--- src/hdl/ebas_pkg.sv ---
// Shared constants and codes for the escaped byte array store.
`timescale 1ns / 1ps
`default_nettype none
package ebas_pkg;
    localparam int ENTRIES_DEF    = 65536;
    localparam int OVF_DEPTH_DEF  = 4096;
    localparam int AL_W           = 17;
    localparam int AL_RESET       = 65536;
    localparam int PADDR_W        = 3;
    localparam int PDATA_W        = 32;

    localparam logic [7:0] ESCAPE_BYTE = 8'd255;

    localparam logic OP_LOAD = 1'b0;
    localparam logic OP_READ = 1'b1;

    localparam logic [1:0] ST_OK   = 2'd0;
    localparam logic [1:0] ST_FULL = 2'd1;
    localparam logic [1:0] ST_DONE = 2'd2;

    localparam logic REG_ARRAY_LENGTH = 1'b0;
endpackage
`default_nettype wire

--- src/hdl/ebas_cfg.sv ---
// Configuration register file with the saturated effective array length.
`timescale 1ns / 1ps
`default_nettype none
module ebas_cfg #(
    parameter int ENTRIES = ebas_pkg::ENTRIES_DEF,
    parameter int EL_W    = 17
) (
    input  wire logic                         i_clk,
    input  wire logic                         i_rst_n,
    input  wire logic                         psel,
    input  wire logic                         penable,
    input  wire logic                         pwrite,
    input  wire logic [ebas_pkg::PADDR_W-1:0] paddr,
    input  wire logic [ebas_pkg::PDATA_W-1:0] pwdata,
    output logic      [ebas_pkg::PDATA_W-1:0] prdata,
    output logic                              pready,
    output logic      [EL_W-1:0]              o_eff_len
);
    import ebas_pkg::*;

    logic [AL_W-1:0] r_array_length;
    logic [EL_W-1:0] al_ext;

    always_ff @(posedge i_clk) begin
        if (!i_rst_n) begin
            r_array_length <= AL_W'(AL_RESET);
        end else if (psel && penable && pwrite && pready
                     && paddr[PADDR_W-1] == REG_ARRAY_LENGTH) begin
            r_array_length <= pwdata[AL_W-1:0];
        end
    end

    assign pready = 1'b1;
    assign prdata = (paddr[PADDR_W-1] == REG_ARRAY_LENGTH) ?
                    PDATA_W'(r_array_length) : '0;

    assign al_ext = EL_W'(r_array_length);

    always_comb begin
        if (al_ext == '0) begin
            o_eff_len = EL_W'(1);
        end else if (al_ext > EL_W'(ENTRIES)) begin
            o_eff_len = EL_W'(ENTRIES);
        end else begin
            o_eff_len = al_ext;
        end
    end
endmodule
`default_nettype wire

--- config.mk ---
export PLATFORM = sky130hd
export DESIGN_NAME = ebas_cfg
export DESIGN_NICKNAME = d
export VERILOG_FILES = /design/src/hdl/ebas_pkg.sv /design/src/hdl/ebas_cfg.sv
export SDC_FILE = /design/constraint.sdc
export NUM_CORES = 1
export LEC_CHECK = 0
export BUFFER_PORTS_ARGS = -buffer_cell sky130_fd_sc_hd__buf_2
export CELL_PAD_IN_SITES_DETAIL_PLACEMENT = 1
export CELL_PAD_IN_SITES_GLOBAL_PLACEMENT = 1
export CORE_MARGIN = 2
export CORE_UTILIZATION = 25
export CTS_CLUSTER_SIZE = 28
export DETAILED_ROUTE_END_ITERATION = 16
export PLACE_DENSITY_LB_ADDON = 0.15
export SETUP_SLACK_MARGIN = 0.15
export SYNTH_ARGS = -nofsm -noshare
export SYNTH_HDL_FRONTEND = slang
export SYNTH_SLANG_ARGS = --single-unit
--- constraint.sdc ---
create_clock -name i_clk -period 1.8 [get_ports i_clk]
set_input_delay 0.09 -clock i_clk [delete_from_list [all_inputs] [get_ports i_clk]]
set_output_delay 0.09 -clock i_clk [all_outputs]
set_load 0.005 [all_outputs]
* After elaboration in Yosys (flattened, before gate mapping)
Index checks and enable logic that the tools add are counted.
Operators by class: reduce and logical (&&, ||, !) cells 4, bitwise gates (word level) 1, $lt $le $gt $ge 1, multiplexer cells 3
Operator list (count):
- 17-bit two-way mux | 3
- 17-bit greater-than comparator (second input constant) | 1
- 17-bit logical NOT | 1
- 1-bit logical AND | 3
- 1-bit NOT | 1
Storage, ports and cells: logic and storage cells 10, flip-flop bits (word level) 17, output and inout bits 50

* Depth between registers and ports, before layout
depth in word-level cells 3, mapped depth 5, depth with buffers taken out 3

* Worst setup path after synthesis
No wires, ideal clock.
kind flip-flop to output port, start point register r_array_length[10] (netlist: al_ext[10]), end point output port o_eff_len[10], cell stages (with the launch flop) 4, data arrival time 1.045 ns, setup slack 0.665 ns, buffers on the path 0, required time 1.710 ns, path through dfxtp_1 -> nor4_4 -> a41oi_4 -> nor2b_1
Between the ends: cells in the longest elaborated chain, start to end 3, elaborated cells between the ends (all ways) 4, those cells by class order compare (1); mux (2); reduce/logical (1)
Ends and longest elaborated chain:
- start, declared | line ebas_cfg.sv:21 | logic [AL_W-1:0] r_array_length;
- start signal, assigned | line ebas_cfg.sv:26 | r_array_length <= AL_W'(AL_RESET);
- start signal, assigned | line ebas_cfg.sv:29 | r_array_length <= pwdata[AL_W-1:0];
- 17-bit greater-than comparator | line ebas_cfg.sv:42 | end else if (al_ext > EL_W'(ENTRIES)) begin
- 17-bit two-way mux | line ebas_cfg.sv:42
- 17-bit two-way mux * | line ebas_cfg.sv:40 | if (al_ext == '0) begin
- end, declared | line ebas_cfg.sv:17 | output logic [EL_W-1:0] o_eff_len
Every way passes the cells marked *; elsewhere a longest branch is shown, timed or not.

* Final worst setup path
start point register r_array_length[6] (netlist: al_ext[6]), end point output port o_eff_len[7]
The elaborated chain is that of the path after synthesis.

==> impl_metrics.csv <==
group,metric,value,unit
yosys,post_synth_top_area_cell,"sky130_fd_sc_hd__dfxtp_1",
timing,final-max-slew-violation-count,0,
yosys,count_of_distinct_cell_types_in_the_synthesized_netlist,20,
floorplan,die_height,71.3,um
clock_tree,cts_num_sinks,17,
yosys,ys_seq_elements,17,
clock_tree,post_cts_hold_buffer_count,0,
drt,detail_route.iter0.violations,34,
timing,hold_slack,0.0638,ns
cells_and_area,finalNetCount,236,
place,final_weighted_congestion_of_routability_driven_global_placement,0.721,
timing,min_cycle_time_layout,1.58,ns
drt,dr.pass1.iters,4,
worst_setup_path,critPathTopFamily,"simple AND/OR/NAND/NOR gates",
cells_and_area,largest_reg_flops,17,
drt,detail_route_antenna_nets,0,
clock_tree,number_of_clock_buffers_inserted_by_tritoncts,3,
floorplan,placeableCoreArea,4350,um2
outcome,status,"finished, final reports clean",
min_path,whs_endpoint,"al_ext[16]$_SDFFE_PN1P_",
min_path,holdCritPathClass,"in2reg",
global_route,grt_first_pass_wirelength,4940,um
yosys,synthCells,134,
place,port_buffers,56,
job,max_cap_viol_count,0,
floorplan,initial_utilization,26.0,%
yosys,synth-seq-area-share,30.1,%
yosys,yosys_most_used_dff,"sky130_fd_sc_hd__dfxtp_1",
floorplan,dieWidth,71.3,um
clock_tree,ctsHtreeMaxLevel,1,
worst_setup_path,critical_path.startpoint_type,"flip-flop",
power,pwr_density,562,nW/um2
timing,fin_crit_sh,87.7,%
min_path,worstHoldStart,"pwdata[16]",
yosys,ys_top_cells_by_count,"33 x sky130_fd_sc_hd__nand2_1, 23 x sky130_fd_sc_hd__nor2b_1, 17 x sky130_fd_sc_hd__dfxtp_1",
min_path,whs_path_depth,3,
floorplan,design.portCount,90,
yosys,post-synth-top-count-cell,"sky130_fd_sc_hd__nand2_1",
global_route,groute.usage.overall,12.6,%
worst_setup_path,reg2reg_depth,2,
worst_setup_path,crit_path_end_kind,"output pin",
worst_setup_path,end_of_the_worst_register_to_register_path,"al_ext[16]$_SDFFE_PN1P_",
yosys,ys_warn_count,0,
worst_setup_path,cp_num_buf_inv,2,
global_route,grt_pass1_vias,1029,
worst_setup_path,slowest_delay,0.35,ns
worst_setup_path,critPathSlowestCell,"sky130_fd_sc_hd__dfxtp_2",
cells_and_area,number_of_inserted_filler_cells_in_the_final_layout,544,
clock_tree,clk-insertion-delay-late,0.25,ns
yosys,synth.avg_cell_area,8.44,um2
floorplan,floorplan.rows,24,
power,post-layout-total-power,849,uW
worst_setup_path,cp.arrival,1.49,ns
floorplan,floorplan.die_area,5080,um2
timing,final-hold-violation-count,0,
yosys,edff_count_synth,0,
worst_setup_path,cp_max_fo,5,
power,worst_ir_drop_vdd,170,uV
global_route,grt_remaining_overflow,0,
cells_and_area,drive_above_1_share,43.6,%
cells_and_area,final_cells,247,
clock_tree,worst_setup_hold_path_clk_slew,0.07,ns
drt,drt-vias-per-instance,4.23,
worst_setup_path,timing.critical_path.cells,"nor4_4 -> buf_4 -> a41oi_4 -> nor2b_1 -> buf_2",
global_route,grt_max_degree,20,
timing,maxClockFrequency,0.634,GHz
timing,setup_viol,0,
yosys,synth.top_cells.by_area,"sky130_fd_sc_hd__dfxtp_1 30%, sky130_fd_sc_hd__nor2b_1 13%, sky130_fd_sc_hd__nand2_1 11%",
timing,final.setup.tns,0,ns
worst_setup_path,slack_of_the_worst_reg_to_reg_path,1.04,ns
worst_setup_path,critPathKind,"reg2out",
yosys,netlist_area,1130,um2
place,place.detailed.instances,236,
cells_and_area,flow.area_growth_from_synthesis,33.4,%
drt,avgRoutedWirePerCell,12.4,um
timing,fin_worst_skew,0,ns
yosys,synthDominantCellAreaShare,30.1,%
drt,number_of_design_rule_violations_left_after_detail_routing,0,
timing,rsz0062_at_grt,"yes",
cells_and_area,fin_util,34.7,%
yosys,ys_async_sr_fraction,0,%
place,post-dp-hpwl,2230,um
worst_setup_path,crit-reg2reg-launch,"al_ext[16]$_SDFFE_PN1P_",
drt,via_count,1045,
clock_tree,cts.root.buffer_cell,"sky130_fd_sc_hd__clkbuf_8",
clock_tree,tritoncts_clock_tree,"built",
global_route,number_of_antenna_violations_at_the_first_check_in_global_routing,0,
clock_tree,cts_buffer_depth,2,
power,p_leak,0.000746,uW
worst_setup_path,timing.critical_path.required,1.71,ns
drt,routed_wl,3070,um
cells_and_area,antennaDiodeCount,0,
cells by family after synthesis:
family | share of synthesized area, %
other | 0.664
and+or+nand+nor | 39.4
buffers and inverters | 15.3
AOI/OAI and AO/OA | 14.6
DFF | 30.1
cell type report:
| type | count | area [um2] | area share (%) |
|---|---|---|---|
| multi-input combinational | 108 | 701 | 46.4 |
| sequential | 17 | 350 | 23.2 |
| timing repair buffer | 64 | 340 | 22.6 |
| tap | 52 | 65.1 | 4.31 |
| clock buffer | 4 | 45.0 | 2.99 |
| inverter | 2 | 7.51 | 0.498 |
power breakdown:
group / internal (uW) / switching (uW) / total [uW]
Sequential: 385 / 10.8 / 396
Clock: 157 / 129 / 286
Combinational: 82.7 / 83.9 / 167
worst reg2reg max path, stage by stage (launching register included):
cell and delay [ns]:
sky130_fd_sc_hd__dfxtp_1 0.31, sky130_fd_sc_hd__inv_1 0.21, sky130_fd_sc_hd__o211ai_2 0.11
placed cells by master, fill, tap and decap left out, types with 4 or more instances in the layout:
| cell | n |
|---|---|
| sky130_fd_sc_hd__buf_2 | 56 |
| sky130_fd_sc_hd__nand2_1 | 33 |
| sky130_fd_sc_hd__nor2b_1 | 22 |
| sky130_fd_sc_hd__conb_1 | 16 |
| sky130_fd_sc_hd__a21boi_1 | 9 |
| sky130_fd_sc_hd__dfxtp_1 | 9 |
| sky130_fd_sc_hd__dfxtp_2 | 8 |
| sky130_fd_sc_hd__buf_4 | 8 |
| sky130_fd_sc_hd__a21boi_0 | 7 |
| sky130_fd_sc_hd__and2b_1 | 6 |
| sky130_fd_sc_hd__nor4_4 | 4 |
layer usage:
layer	vias up	global-route usage, %	share of wire (%)
li1	527	-	-
met1	477	14.4	39
met2	39	23.5	54
met3	2	1.97	6.3
met4	0	4.40	1.0
met5	-	0	0
how the worst max path moves through the flow:
stage,startpoint,to,cells past startpoint
2_1_floorplan,al_ext[10]$_SDFFE_PN0P_,o_eff_len[10],3
3_3_place_gp,al_ext[10]$_SDFFE_PN0P_,o_eff_len[9],4
3_5_place_dp,al_ext[10]$_SDFFE_PN0P_,o_eff_len[7],4
4_1_cts,al_ext[6]$_SDFFE_PN0P_,o_eff_len[14],5
5_1_grt,al_ext[10]$_SDFFE_PN0P_,o_eff_len[9],5
6_report,al_ext[6]$_SDFFE_PN0P_,o_eff_len[7],5
per-stage QoR:
step | worst slack, ns | area, um2
3_3_place_gp | 0.431 | 1380
2_1_floorplan | 0.665 | 1180
4_1_cts | 0.158 | 1480
5_1_grt | 0.0932 | 1510
3_5_place_dp | 0.413 | 1380
6_report | 0.222 | 1510
timing repair:
action / 4_1_cts / 5_1_grt
buffers inserted: 5 / 1
pin swaps: 6 / 5
gates resized for setup: 0 / 10
gates cloned: 1 / 0
endpoints found under the setup margin: 5 / 10
No activity file was read; power rests on OpenSTA's default activity.
